--- src/rtl/trle_pkg.sv ---
// Shared types, constants and a helper function for the TGA run-length packet decoder.
`timescale 1ns / 1ps

package trle_pkg;

    // Field and register widths.
    localparam int BYTE_W      = 8;
    localparam int PIXEL_W     = 32;
    localparam int ASM_W       = 24;
    localparam int COUNT_W     = 8;
    localparam int BPP_W       = 3;
    localparam int PIX_COUNT_W = 32;
    localparam int POS_W       = 2;

    // Largest supported pixel size in bytes.
    localparam logic [BPP_W-1:0] MAX_BPP = 3'd4;

    // Configuration register indexes.
    localparam logic CFG_BPP       = 1'b0;
    localparam logic CFG_PIX_COUNT = 1'b1;

    // Configuration reset values.
    localparam logic [BPP_W-1:0]       BPP_RESET       = 3'd3;
    localparam logic [PIX_COUNT_W-1:0] PIX_COUNT_RESET = 32'd1;

    // One decoded pixel handed from the front end to the back end.
    typedef struct packed {
        logic [PIXEL_W-1:0] value;
        logic [COUNT_W-1:0] count;
        logic               is_run;
        logic               packet_end;
    } pix_event_t;

    // Effective pixel size: zero acts as one, large values clip to the maximum.
    function automatic logic [BPP_W-1:0] eff_bpp(input logic [BPP_W-1:0] bpp);
        logic [BPP_W-1:0] b;
        begin
            b = bpp;
            if (b == '0)
            begin
                b = 3'd1;
            end
            if (b > MAX_BPP)
            begin
                b = MAX_BPP;
            end
            return b;
        end
    endfunction

endpackage

--- src/rtl/trle_front.sv ---
// Front end: parses packet headers and gathers stream bytes into pixels.
`timescale 1ns / 1ps

module trle_front
    import trle_pkg::*;
(
    input  logic                   clk,
    input  logic                   rst_n,
    input  logic                   byte_accept,
    input  logic [BYTE_W-1:0]      stream_byte,
    input  logic [BPP_W-1:0]       bytes_per_pixel,
    output logic                   ev_push,
    output pix_event_t             ev_data
);

    localparam logic PH_HEADER = 1'b0;
    localparam logic PH_PIXEL  = 1'b1;

    logic               phase_reg, phase_next;
    logic               run_reg, run_next;
    logic [COUNT_W-1:0] left_reg, left_next;
    logic [POS_W-1:0]   pos_reg, pos_next;
    logic [ASM_W-1:0]   asm_reg, asm_next;

    logic [PIXEL_W-1:0] merged;
    logic [BPP_W-1:0]   bpp_eff;
    logic               last_byte;
    logic [COUNT_W-1:0] left_after;

    // Place the incoming byte at its position in the pixel being gathered.
    always_comb
    begin
        merged = {8'h00, asm_reg};
        merged[{pos_reg, 3'b000} +: BYTE_W] = stream_byte;
    end

    assign bpp_eff    = eff_bpp(bytes_per_pixel);
    assign last_byte  = ({1'b0, pos_reg} + 3'd1) >= bpp_eff;
    assign left_after = run_reg ? '0 : left_reg - 8'd1;

    // Header parsing, byte gathering and pixel emission.
    always_comb
    begin
        phase_next      = phase_reg;
        run_next        = run_reg;
        left_next       = left_reg;
        pos_next        = pos_reg;
        asm_next        = asm_reg;
        ev_push         = 1'b0;
        ev_data.value   = merged;
        ev_data.count   = run_reg ? left_reg : 8'd1;
        ev_data.is_run  = run_reg;
        ev_data.packet_end = (left_after == '0);

        if (byte_accept)
        begin
            unique case (phase_reg)
                PH_HEADER:
                begin
                    // Raw packets hold header+1 pixels and runs header-127 copies;
                    // both come to the low seven bits plus one.
                    run_next   = stream_byte[7];
                    left_next  = {1'b0, stream_byte[6:0]} + 8'd1;
                    pos_next   = '0;
                    asm_next   = '0;
                    phase_next = PH_PIXEL;
                end
                PH_PIXEL:
                begin
                    if (!last_byte)
                    begin
                        asm_next = merged[ASM_W-1:0];
                        pos_next = pos_reg + 2'd1;
                    end
                    else
                    begin
                        ev_push   = 1'b1;
                        pos_next  = '0;
                        asm_next  = '0;
                        left_next = left_after;
                        if (left_after == '0)
                        begin
                            phase_next = PH_HEADER;
                        end
                    end
                end
                default:
                begin
                    phase_next = PH_HEADER;
                end
            endcase
        end
    end

    always_ff @(posedge clk or negedge rst_n)
    begin
        if (!rst_n)
        begin
            phase_reg <= PH_HEADER;
            run_reg   <= 1'b0;
            left_reg  <= '0;
            pos_reg   <= '0;
            asm_reg   <= '0;
        end
        else
        begin
            phase_reg <= phase_next;
            run_reg   <= run_next;
            left_reg  <= left_next;
            pos_reg   <= pos_next;
            asm_reg   <= asm_next;
        end
    end

endmodule

--- src/rtl/trle_fifo.sv ---
// Two-entry queue of decoded pixels between the front end and the back end.
`timescale 1ns / 1ps

module trle_fifo
    import trle_pkg::*;
(
    input  logic       clk,
    input  logic       rst_n,
    input  logic       push,
    input  pix_event_t push_data,
    output logic       full,
    input  logic       pop,
    output pix_event_t pop_data,
    output logic       empty
);

    pix_event_t slot_reg [2];
    logic       wr_ptr_reg, wr_ptr_next;
    logic       rd_ptr_reg, rd_ptr_next;
    logic [1:0] fill_reg, fill_next;

    assign full     = (fill_reg == 2'd2);
    assign empty    = (fill_reg == 2'd0);
    assign pop_data = slot_reg[rd_ptr_reg];

    // Pointer and occupancy update.
    always_comb
    begin
        wr_ptr_next = push ? ~wr_ptr_reg : wr_ptr_reg;
        rd_ptr_next = pop  ? ~rd_ptr_reg : rd_ptr_reg;
        fill_next   = fill_reg + {1'b0, push} - {1'b0, pop};
    end

    always_ff @(posedge clk or negedge rst_n)
    begin
        if (!rst_n)
        begin
            wr_ptr_reg <= 1'b0;
            rd_ptr_reg <= 1'b0;
            fill_reg   <= '0;
        end
        else
        begin
            wr_ptr_reg <= wr_ptr_next;
            rd_ptr_reg <= rd_ptr_next;
            fill_reg   <= fill_next;
        end
    end

    // Entry storage needs no reset.
    always_ff @(posedge clk)
    begin
        if (push)
        begin
            slot_reg[wr_ptr_reg] <= push_data;
        end
    end

endmodule

--- src/rtl/trle_back.sv ---
// Back end: counts pixels against the image size and drives the result register.
`timescale 1ns / 1ps

module trle_back
    import trle_pkg::*;
(
    input  logic                   clk,
    input  logic                   rst_n,
    input  logic [PIX_COUNT_W-1:0] pixel_count,
    input  logic                   ev_empty,
    input  pix_event_t             ev_data,
    output logic                   ev_pop,
    output logic                   out_valid,
    input  logic                   out_ready,
    output logic [PIXEL_W-1:0]     pixel_value,
    output logic [COUNT_W-1:0]     repeat_count,
    output logic                   image_done,
    output logic                   overrun_error
);

    logic                   out_valid_reg, out_valid_next;
    logic [PIXEL_W-1:0]     value_reg;
    logic [COUNT_W-1:0]     count_reg;
    logic                   done_reg;
    logic                   err_reg;
    logic                   halted_reg, halted_next;
    logic [PIX_COUNT_W-1:0] decoded_reg, decoded_next;

    logic                   can_load;
    logic                   process;
    logic [PIX_COUNT_W:0]   diff;
    logic [PIX_COUNT_W-1:0] count_ext;
    logic                   overrun;
    logic                   done;
    logic [COUNT_W-1:0]     count_out;

    // Once halted the queue is drained and every entry dropped.
    assign can_load = !out_valid_reg || out_ready;
    assign ev_pop   = !ev_empty && (halted_reg || can_load);
    assign process  = ev_pop && !halted_reg;

    // Pixels left in the image; a borrow means none are left.
    assign diff      = {1'b0, pixel_count} - {1'b0, decoded_reg};
    assign count_ext = {{(PIX_COUNT_W-COUNT_W){1'b0}}, ev_data.count};
    assign overrun   = diff[PIX_COUNT_W] || (count_ext > diff[PIX_COUNT_W-1:0]);
    assign done      = !overrun && (count_ext == diff[PIX_COUNT_W-1:0]);

    // On overrun a run is clipped to the pixels left and a literal gets zero.
    always_comb
    begin
        if (!overrun)
        begin
            count_out = ev_data.count;
        end
        else if (ev_data.is_run && !diff[PIX_COUNT_W])
        begin
            count_out = diff[COUNT_W-1:0];
        end
        else
        begin
            count_out = '0;
        end
    end

    // Pixel counter, halt flag and output handshake.
    always_comb
    begin
        decoded_next   = decoded_reg;
        halted_next    = halted_reg;
        out_valid_next = out_valid_reg && !out_ready;
        if (process)
        begin
            out_valid_next = 1'b1;
            if (overrun)
            begin
                halted_next = 1'b1;
            end
            else if (done && ev_data.packet_end)
            begin
                decoded_next = '0;
            end
            else
            begin
                decoded_next = decoded_reg + count_ext;
            end
        end
    end

    always_ff @(posedge clk or negedge rst_n)
    begin
        if (!rst_n)
        begin
            out_valid_reg <= 1'b0;
            halted_reg    <= 1'b0;
            decoded_reg   <= '0;
        end
        else
        begin
            out_valid_reg <= out_valid_next;
            halted_reg    <= halted_next;
            decoded_reg   <= decoded_next;
        end
    end

    // Result payload needs no reset.
    always_ff @(posedge clk)
    begin
        if (process)
        begin
            value_reg <= ev_data.value;
            count_reg <= count_out;
            done_reg  <= done;
            err_reg   <= overrun;
        end
    end

    assign out_valid     = out_valid_reg;
    assign pixel_value   = value_reg;
    assign repeat_count  = count_reg;
    assign image_done    = done_reg;
    assign overrun_error = err_reg;

endmodule

--- src/rtl/tga_rle_packet_decoder.sv ---
// Top level of the TGA run-length packet decoder with its configuration registers.
`timescale 1ns / 1ps
//
// Usage:
// - Input channel (in_valid/in_ready/stream_byte) takes one byte of the compressed
//   packet stream per transaction: header bytes and pixel bytes in stream order.
// - Output channel (out_valid/out_ready) delivers one transaction per decoded pixel:
//   pixel_value, repeat_count, image_done on the last pixel of the image and
//   overrun_error when a packet runs past the image size.
// - Configuration is written through cfg_we/cfg_index/cfg_data while idle:
//   index 0 is bytes per pixel (reset 3), index 1 is the pixel count (reset 1).
// - Throughput is one byte per cycle while the queue is not full. The edge that
//   accepts the byte completing its pixel writes the queue entry, and the entry
//   loads the result register once that register is free to load.
// - A two-entry queue sits between the front end and the back end. When the
//   receiver stalls the queue fills and in_ready drops once it is full.
// - After an overrun result the block keeps accepting bytes but drops them, and
//   gives no further results until reset.
// - Reset clears the parser and the pixel counter and returns the configuration
//   registers to their reset values.
//
module tga_rle_packet_decoder
    import trle_pkg::*;
(
    input  logic                   clk,
    input  logic                   rst_n,
    input  logic                   in_valid,
    output logic                   in_ready,
    input  logic [BYTE_W-1:0]      stream_byte,
    output logic                   out_valid,
    input  logic                   out_ready,
    output logic [PIXEL_W-1:0]     pixel_value,
    output logic [COUNT_W-1:0]     repeat_count,
    output logic                   image_done,
    output logic                   overrun_error,
    input  logic                   cfg_we,
    input  logic                   cfg_index,
    input  logic [PIX_COUNT_W-1:0] cfg_data
);

    logic [BPP_W-1:0]       bpp_reg;
    logic [PIX_COUNT_W-1:0] pix_count_reg;

    logic       q_push;
    logic       q_full;
    logic       q_pop;
    logic       q_empty;
    pix_event_t q_in;
    pix_event_t q_out;

    // Configuration registers.
    always_ff @(posedge clk or negedge rst_n)
    begin
        if (!rst_n)
        begin
            bpp_reg       <= BPP_RESET;
            pix_count_reg <= PIX_COUNT_RESET;
        end
        else if (cfg_we)
        begin
            unique case (cfg_index)
                CFG_BPP:       bpp_reg       <= cfg_data[BPP_W-1:0];
                CFG_PIX_COUNT: pix_count_reg <= cfg_data;
                default:       bpp_reg       <= bpp_reg;
            endcase
        end
    end

    assign in_ready = !q_full;

    trle_front u_front (
        .clk             (clk),
        .rst_n           (rst_n),
        .byte_accept     (in_valid && in_ready),
        .stream_byte     (stream_byte),
        .bytes_per_pixel (bpp_reg),
        .ev_push         (q_push),
        .ev_data         (q_in)
    );

    trle_fifo u_fifo (
        .clk       (clk),
        .rst_n     (rst_n),
        .push      (q_push),
        .push_data (q_in),
        .full      (q_full),
        .pop       (q_pop),
        .pop_data  (q_out),
        .empty     (q_empty)
    );

    trle_back u_back (
        .clk           (clk),
        .rst_n         (rst_n),
        .pixel_count   (pix_count_reg),
        .ev_empty      (q_empty),
        .ev_data       (q_out),
        .ev_pop        (q_pop),
        .out_valid     (out_valid),
        .out_ready     (out_ready),
        .pixel_value   (pixel_value),
        .repeat_count  (repeat_count),
        .image_done    (image_done),
        .overrun_error (overrun_error)
    );

    // A result never marks both image completion and an overrun.
    assert property (@(posedge clk) disable iff (!rst_n)
        out_valid |-> !(image_done && overrun_error))
        else $error("image_done and overrun_error set together");

    // Only an overrun can report a zero repeat count, and no count exceeds a full run.
    assert property (@(posedge clk) disable iff (!rst_n)
        out_valid && !overrun_error |-> (repeat_count != '0) && (repeat_count <= 8'd128))
        else $error("repeat_count out of range on a normal result");

    // After an overrun result is taken the block stays silent.
    assert property (@(posedge clk) disable iff (!rst_n)
        out_valid && out_ready && overrun_error |=> !out_valid)
        else $error("result produced after overrun");

    // The queue is never pushed while full.
    assert property (@(posedge clk) disable iff (!rst_n)
        q_push |-> !q_full)
        else $error("pixel queue overflow");

endmodule

--- config.mk ---
export PLATFORM = sky130hd
export DESIGN_NAME = tga_rle_packet_decoder
export DESIGN_NICKNAME = d
export VERILOG_FILES = /design/src/rtl/trle_pkg.sv /design/src/rtl/trle_front.sv /design/src/rtl/trle_fifo.sv /design/src/rtl/trle_back.sv /design/src/rtl/tga_rle_packet_decoder.sv
export SDC_FILE = /design/constraint.sdc
export NUM_CORES = 1
export LEC_CHECK = 0
export BUFFER_PORTS_ARGS = -buffer_cell sky130_fd_sc_hd__buf_2
export CAP_MARGIN = 30
export CORE_MARGIN = 4
export CORE_UTILIZATION = 45
export CTS_CLUSTER_DIAMETER = 150
export DETAILED_ROUTE_END_ITERATION = 16
export MAX_ROUTING_LAYER = met4
export PLACE_DENSITY = 0.71
export SYNTH_ARGS = -nofsm -noshare
export SYNTH_HDL_FRONTEND = slang
export SYNTH_SLANG_ARGS = --single-unit
--- constraint.sdc ---
create_clock -name clk -period 7.6 [get_ports clk]
set_clock_uncertainty 0.1 [all_clocks]
set_input_delay 0.76 -clock clk [delete_from_list [all_inputs] [get_ports clk]]
set_output_delay 0.76 -clock clk [all_outputs]
set_load 0.005 [all_outputs]
Word-level counts from Yosys, hierarchy flattened
Memories as Yosys holds them, arrays and structs flattened. Index checks and enable logic that the tools add are counted. W data, S select, Z words.

Memories: 1. RAM bits: 84. Bits of input ports: 46. Output and inout bits: 44. Logic and storage cells: 89. Register bits: 151.

Reductions and logical operators: 26. Bitwise gates (word level): 5. Equality and inequality tests: 3. Shift-type cells: 2. Add/sub/neg operators: 9. Muxes and demuxes: 23. Order comparisons: 3.

Memories: u_fifo.slot_reg (words 2, bits a word 42, rd ports 1, clocked after memory_dff 0, wr ports 1, line trle_fifo.sv:17) `pix_event_t slot_reg [2];`.

Operators by type and width (number): $pmux W24 S2 (1); $mux W8 (5); $sub A32 B32 Y33 (1); $add A32 B8 Y32 (1); $bwmux W32 (1); $eq A8 B32 Y1 (1); $gt A8 B32 Y1 (1); $mux W32 (1); $shift A8 B7 Y32 const A (1); $shiftx A8 B7 Y32 (1); $mux W24 (1); $pmux W8 S2 (1); $reduce_and A2 Y1 (6); $add A7 B1 Y8 const B (1); $logic_not A8 Y1 (1); $mux W1 (8); $sub A8 B1 Y8 const B (1); $logic_and A1 B1 Y1 (7); $logic_not A1 Y1 (7); $neg A5 Y7 (1); $mux W3 (2); $not A1 Y1 (5); $pmux W2 S2 (1); $add A2 B1 Y3 const B (1); 12 further kinds (14).

Longest topological paths before layout
Gate-level depths: netlist (run 1).

Depth in word-level cells: 10. Gate-level depth with buffers: 19. Gate-level depth less buffers: 18.

Hierarchy
From an unflattened synthesis (run 1), not the netlist that was laid out.

Cells, all modules: 1141. Area, all modules: 12808.5 sq um.

Modules (own cells, without submodules): trle_back (cells an instance 633, seq. area each 2112.0 sq um, area each 5647.9 sq um, times used 1); trle_fifo (cells an instance 146, seq. area each 2622.5 sq um, area each 3429.5 sq um, times used 1); trle_front (cells an instance 285, seq. area each 900.9 sq um, area each 2414.8 sq um, times used 1); tga_rle_packet_decoder (cells an instance 77, seq. area each 879.6 sq um, area each 1316.3 sq um, times used 1).

Least setup slack after synthesis (run 1)
Ideal clock, no wire load.

Path kind: reg2reg. Start point: register u_front.pos_reg[0]. End point: memory u_fifo.slot_reg[0][0] (netlist bit) (enable). Setup slack: 3.375 ns. Period minus slack after synthesis: 4.225 ns. Cell stages (with the launch flop): 9. Setup time: 0.441 ns. Buffers on the path: 1. Arrival: 3.683 ns. Data required time: 7.059 ns. Cells stage by stage: dfrtp_1 inv_1 ha_1 ha_1 a21o_1 a21oi_1 or3_1 clkbuf_1 nor2_1.

Cells in the longest elaborated chain, start to end: 7.

RTL lines: start: declaration (line trle_front.sv:22) `logic [POS_W-1:0] pos_reg, pos_next;`; start signal: assignment (line trle_front.sv:110) `pos_reg <= pos_next;`; $add A2 B1 Y3 (line trle_front.sv:38) `assign last_byte = ({1'b0, pos_reg} + 3'd1) >= bpp_eff;`; $ge A3 B3 Y1 (line trle_front.sv:38); $mux W1 (line trle_front.sv:70) `if (!last_byte)`; $mux W1 (line trle_front.sv:57) `unique case (phase_reg)`; $mux W1 (line trle_front.sv:55) `if (byte_accept)`; $mux W1 (line trle_fifo.sv:53) `if (push)`; $mux W1 (not written as such) (line trle_fifo.sv:55) `slot_reg[wr_ptr_reg] <= push_data;`; end: declaration (line trle_fifo.sv:17).

No other way between the ends.

Worst setup path after layout (run 1)
Start point: register pix_count_reg[0]. End point: register u_back.decoded_reg[12].

Cells in the longest elaborated chain, start to end: 7. Elaborated cells between the ends (all ways): 10. Classes of those cells: 1 x add/sub; 1 x order compare; 1 x eq/ne; 1 x mux; 1 x bitwise; 5 x reduce/logical.

RTL lines: start: declaration (line tga_rle_packet_decoder.sv:42) `logic [PIX_COUNT_W-1:0] pix_count_reg;`; start signal: assignment (line tga_rle_packet_decoder.sv:63) `CFG_PIX_COUNT: pix_count_reg <= cfg_data;`; $sub A32 B32 Y33 * (line trle_back.sv:43) `assign diff = {1'b0, pixel_count} - {1'b0, decoded_reg};`; $gt A8 B32 Y1 (line trle_back.sv:45) `assign overrun = diff[PIX_COUNT_W] || (count_ext > diff[PIX_COUNT_W-1:0]);`; $logic_or A1 B1 Y1 (line trle_back.sv:45); $logic_not A1 Y1 (line trle_back.sv:46) `assign done = !overrun && (count_ext == diff[PIX_COUNT_W-1:0]);`; $logic_and A1 B1 Y1 (line trle_back.sv:46); $logic_and A1 B1 Y1 (line trle_back.sv:78) `else if (done && ev_data.packet_end)`; $mux W32 (line trle_back.sv:78); end signal: assignment (line trle_back.sv:101) `decoded_reg <= decoded_next;`; end: declaration (line trle_back.sv:27) `logic [PIX_COUNT_W-1:0] decoded_reg, decoded_next;`.

Mark *: on every way between the ends. The rest lies on a longest branch, timed or not. A chain may end at the register's enable or synchronous reset.

==> results.cfg, run 1 <==
[run]
cap_violations = 0

[routing]
vias_per_cell = 5.57
dr.pass1.iters = 7
drtIter0Drc = 675
vias = 9065
wl_um = 29200
detail-route-antenna-nets = 0
wire_per_inst_um = 18.0
drc = 0

[yosys]
ys_types = 86
async_flop_share = 0.464
synthAdderAreaFrac = 0.0635
netlist.top_cell.by_area = edfxtp_1
yosys.area.top_type_share = 0.299
synth_compound_area_frac = 0.149
synth_warnings = 0
ys_seq_elements = 235
syn-num-nets = 1245
syn-cell-area_sq_um = 12600
synth-simple-area-share = 0.127
yosys-top-cells-area = edfxtp_1 30%, dfrtp_1 21%, mux2_2 7.3%
ys.flop_type = edfxtp_1
synth_edf_count = 126
synth_top_family_by_area = compound AO/OA/AOI/OAI gates
synth.area.mux_share = 0.0778
seq_area_frac_synth = 0.515
synthCells = 1136
syn_avg_cell_area_sq_um = 11.1
synth_xor_area_frac = 0.0284

[worst_hold_path]
holdCritPathClass = in2async

[global_route]
grt_max_degree = 70
grt.total_usage = 0.192
grt_pass1_vias = 8796
antenna_found_initial = 0
grt_pass1_wl_um = 46900
gr-total-overflow = 0

[final_layout]
multi_input_comb_area_sq_um = 5640
final_common_cell = edfxtp_1
area_delta_synth_final_pct = 14.1
largest_reg_flops = 84
n_fill_cell = 2452
final_cell_mix = 126 x edfxtp_1, 105 x dfrtp_1, 97 x nand2_1
finalNetCount = 1337
diodes = 0
drive_gt1_frac = 0.216
register_area_sq_um = 6520

[critical_path]
r2r_slack_ns = 2.63
worstSetupEndpointType = flip-flop
worstPathArrival_ns = 5.34
reg2reg_from = pix_count_reg[0]
cp_max_fo = 32
worstPathRequired_ns = 7.98
startpoint_type = flip-flop
slowest_stage = a21oi_4
cp_num_buf_inv = 2
cpLargestDelayFamily = compound AO/OA/AOI/OAI gates
r2r_end = u_back.decoded_reg[12]
path_class = reg2reg
rr_worst_depth = 17
crit_chain = inv_1 > ha_1 > fa_1 > nand2b_1 > a21oi_2 > nor2_1 > xor2_1 > ha_1 > a21o_1 > a21oi_1 > o21ai_0 > o21ai_0 > nor4b_4 > a21oi_4 > inv_2 > or4_1 > mux2i_1
slowest_delay_ns = 0.73

[place]
gp_congestion = 0.880
portBuffers = 89
place.detailed.hpwl_um = 20600

[clock_network]
cts_resized = 0
post-cts-setup-buffers = 0
cts_sinks = 235
numCtsBuffers = 27
htreeDepth = 1
clock_latency_ns = 0.56
cts_tree = done
clockBufferDepth = 3
path_clk_slew_ns = 0.07
cts_hold_buffers = 0
clockRootBuffer = clkbuf_16

[sta]
fmax_mhz = 201
post-route-min-period_ns = 4.97
drv_slew = 0
relSlewSlack = 0.357
rsz0062_at_grt = no
setup_viol = 0
tightest_slew_ns = 0.956
hold_viol = 0
fin_crit_sh = 0.653
finalSetupTns_ns = 0

[power_and_ir_drop]
ir_drop_mv = 0.232
cellLeakagePower_nw = 5.88
p_per_area_nw_per_um2 = 331
finalPower_mw = 4.77

[floorplan]
die_w_um = 176
rows = 61
pin_count = 90
die_y_um = 176
start_util = 0.455
fp.dieArea_sq_um = 30900
core_area_sq_um = 27800

[status]
status = complete, no violations
## area by class of cell
class | count | area share
tap | 378 | 0.0328
clock buffer | 37 | 0.0529
inverter | 81 | 0.0211
clock inverter | 13 | 0.0108
multi-input combinational | 781 | 0.391
timing repair buffer | 102 | 0.0399
sequential | 235 | 0.452
## logic make-up after synthesis
logic type / after synthesis
simple gates: 316
compound gates: 273
buf+inv: 120
flops: 235
mux: 88
xor+xnor: 41
fa+ha+maj: 63
## synth_stat cells (all sizes together), types with 11 or more instances
cell and n:
buf 18, nor3 20, o21ai 68, a41o 12, ha 61, nand3 21
a21o 13, edfxtp 126, nor2 76, nand2 100, o22ai 11, xnor2 24
and3 12, a21oi 62, inv 81, nand4 15, dfrtp 106, clkbuf 21
mux2 82, a211oi 23, o21a 11, xor2 17, nand2b 13, and2 19
o31ai 15
## metrics by stage
step                hold slack, ns  cell area (sq um)  cells  utilization  setup WS (ns)
finish                      0.0317              14400   1627        0.519           2.63
global route                0.0423              14400   1627        0.519           2.33
CTS                          0.282              14400   1626        0.518           2.66
detailed placement           0.364              13500   1576        0.485           2.69
global placement             0.356              13500   1574        0.484           2.78
floorplan                    0.342              12600   1136            -           3.38
## worst register-to-register path: cells and delay by family (launching register included)
kind                     cells  cell delay, ns
AND/OR/NAND/NOR              4            1.09
flip-flops                   1            0.52
buffers and inverters        2            0.32
adder cells (fa/ha/maj)      3            0.91
XOR/XNOR                     1            0.23
AO/OA/AOI/OAI                6            1.56
multiplexers                 1            0.16
## worst max path at each step
stage                  startpoint                endpoint  slack, ns  depth (start not counted)
2_1_floorplan  u_front.pos_reg[0]   u_fifo.slot_reg[0][0]       3.38                          8
3_3_place_gp     pix_count_reg[0]  u_back.decoded_reg[12]       2.78                         17
3_5_place_dp     pix_count_reg[0]  u_back.decoded_reg[12]       2.69                         17
4_1_cts          pix_count_reg[0]  u_back.decoded_reg[12]       2.66                         17
5_1_grt          pix_count_reg[0]  u_back.decoded_reg[12]       2.33                         15
6_report         pix_count_reg[0]  u_back.decoded_reg[12]       2.63                         17
## routing by layer
metal	track usage	routed length [um]	vias to the layer above
li1	-	-	4367
met1	0.257	13200	4398
met2	0.309	13800	249
met3	0.0267	1500	51
met4	0.0536	745	0
met5	-	0	-
## where the power goes
part | leakage, nW | switching, mW | internal (mW)
registers | 2.48 | 0.158 | 1.64
logic | 2.96 | 0.986 | 0.666
clock network | 0.448 | 0.541 | 0.781
Power figures use the tool's default switching activity.
==> run 2: changes to the inputs <==
- PLACE_DENSITY: 0.71 -> 0.74
- clock period: 7.6 -> 4.3 ns (I/O delays scaled with it)
==> run 2 against run 1 <==
Global-route usage rose by 0.22 points. Power rose by 73%. First-iteration DRC count rose by 14%. Cell area rose by 0.56%. Critical path depth fell by 2. Flip-flop and latch count did not move. Highest routed layer unchanged. Combinational power rose by 85%. Final cell count rose by 1.4%. Clock-buffer cell count fell by 7. Non-clock buffer count rose by 25.
==> results.cfg, run 2 (synthesis gave the netlist of run 1 again) <==
[place]
gp_congestion = 0.934
placed_cell_area_sq_um = 13600
place.detailed.hpwl_um = 21600
portBuffers = 89
dpl_worst_slack_ns = 0.0982

[final_layout]
finalNetCount = 1360
drive_gt1_frac = 0.227
largest_reg_flops = 84
fin_area_sq_um = 14500
final_cell_mix = 126 x edfxtp_1, 105 x dfrtp_1, 97 x nand2_1
utilization = 0.522
area_delta_synth_final_pct = 14.7
n_fill_cell = 2433
final_common_cell = edfxtp_1

[routing]
dr.pass1.iters = 5
vias_per_cell = 5.58
detail-route-antenna-nets = 0
drc = 0
wire_per_inst_um = 18.0
wl_um = 29600
vias = 9200
drtIter0Drc = 772

[clock_network]
htreeDepth = 1
clockRootBuffer = clkbuf_16
clock_latency_ns = 0.54
numCtsBuffers = 25
clockBufferDepth = 3
path_clk_slew_ns = 0.07
cts_sinks = 235
cts_tree = done

[critical_path]
rr_worst_depth = 15
r2r_slack_ns = 0.16
startpoint_type = flip-flop
startpoint = u_back.decoded_reg[11]
worstPathArrival_ns = 4.46
worstPathRequired_ns = 4.61
path_class = reg2reg
r2r_end = u_back.decoded_reg[7]
worstSetupEndpointType = flip-flop
cp_max_fo = 13
reg2reg_from = u_back.decoded_reg[11]

[floorplan]
die_w_um = 176
start_util = 0.455
die_y_um = 176
pin_count = 90
rows = 61
core_area_sq_um = 27800
fp.dieArea_sq_um = 30900

[sta]
finalSetupTns_ns = 0
drv_slew = 0
hold_ws_ns = 0.0243
setup_viol = 0
hold_viol = 0
post-route-min-period_ns = 4.14
finalWorstSetupSlack_ns = 0.158
relSlewSlack = 0.385
tightest_slew_ns = 0.915
fmax_mhz = 241
fin_crit_sh = 0.963

[run]
cap_violations = 0

[worst_hold_path]
holdCritPathClass = in2reg
min_from = cfg_data[12]
holdPathStages = 2
hold_end = pix_count_reg[12]

[power_and_ir_drop]
cellLeakagePower_nw = 5.93
p_per_area_nw_per_um2 = 570
ir_drop_mv = 0.403

[global_route]
grt_pass1_wl_um = 47600
gr-total-overflow = 0
grt.total_usage = 0.194
grt_max_degree = 41
grt_pass1_vias = 9197
antenna_found_initial = 1

[status]
status = complete, no violations
[run 2: changes by cell type in the layout (fill, tap and decap cells not counted), sizes merged]
| cell | previous run | this run |
|---|---|---|
| buf | 102 | 126 |
| clkbuf | 37 | 30 |
| clkinv | 5 | 10 |
| clkinvlp | 2 | 3 |
| diode | 0 | 2 |
| dlygate4sd3 | 0 | 1 |
| inv | 85 | 82 |
[run 2: per-layer routing]
metal	up-vias	track usage	wire (um)
li1	4414	-	-
met1	4467	0.256	13300
met2	262	0.313	14200
met3	57	0.0295	1390
met4	0	0.0591	852
met5	-	-	0
[run 2: area by class of cell]
| type | instances | area, sq um | share of cell area |
|---|---|---|---|
| clock buffer | 30 | 644 | 0.0444 |
| multi-input combinational | 781 | 5680 | 0.391 |
| inverter | 81 | 304 | 0.0210 |
| timing repair buffer | 127 | 746 | 0.0514 |
| tap | 378 | 473 | 0.0326 |
| sequential | 235 | 6520 | 0.449 |
| clock inverter | 16 | 144 | 0.00992 |
| antenna | 2 | 5.00 | 0.000345 |
[run 2: per-stage QoR]
step / cells / total power [mW]
floorplan: 1136 / 5.35
global placement: 1597 / 6.07
detailed placement: 1598 / 6.15
CTS: 1645 / 8.27
global route: 1649 / 8.81
finish: 1650 / 8.27
[run 2: what timing repair did]
| action | in CTS | in global routing |
|---|---|---|
| hold buffers | 1 | 0 |
| resized for setup | 0 | 9 |
| setup buffers | 0 | 2 |
| hold endpoints to repair | 34 | 0 |
| endpoints found under the setup margin | 0 | 40 |
[run 2: worst max-delay path by stage]
stage | endpoint | slack [ns] | cells past startpoint
floorplan | u_fifo.slot_reg[0][0] | 0.08 | 8
global placement | u_back.decoded_reg[12] | 0.17 | 17
detailed placement | u_back.decoded_reg[12] | 0.1 | 17
CTS | u_back.decoded_reg[12] | 0.08 | 17
global route | u_back.decoded_reg[7] | -0.007 | 16
finish | u_back.decoded_reg[7] | 0.16 | 15
[run 2: worst max-delay path, cell delays in order (launching register included)]
cell and delay, ns:
dfrtp_1 0.43, inv_1 0.15, ha_1 0.41, a21oi_1 0.24
o21a_1 0.17, o221ai_1 0.11, or4_1 0.55, a211oi_1 0.22
and4_1 0.27, nand4b_2 0.15, nor4_4 0.28, buf_4 0.24
and3_4 0.18, buf_4 0.19, nor2_1 0.07, mux2_2 0.26
[run 2: report_power, final]
part | switching (mW) | internal, mW | total (mW)
registers | 0.232 | 2.90 | 3.13
clock network | 0.895 | 1.19 | 2.09
logic | 1.82 | 1.23 | 3.05
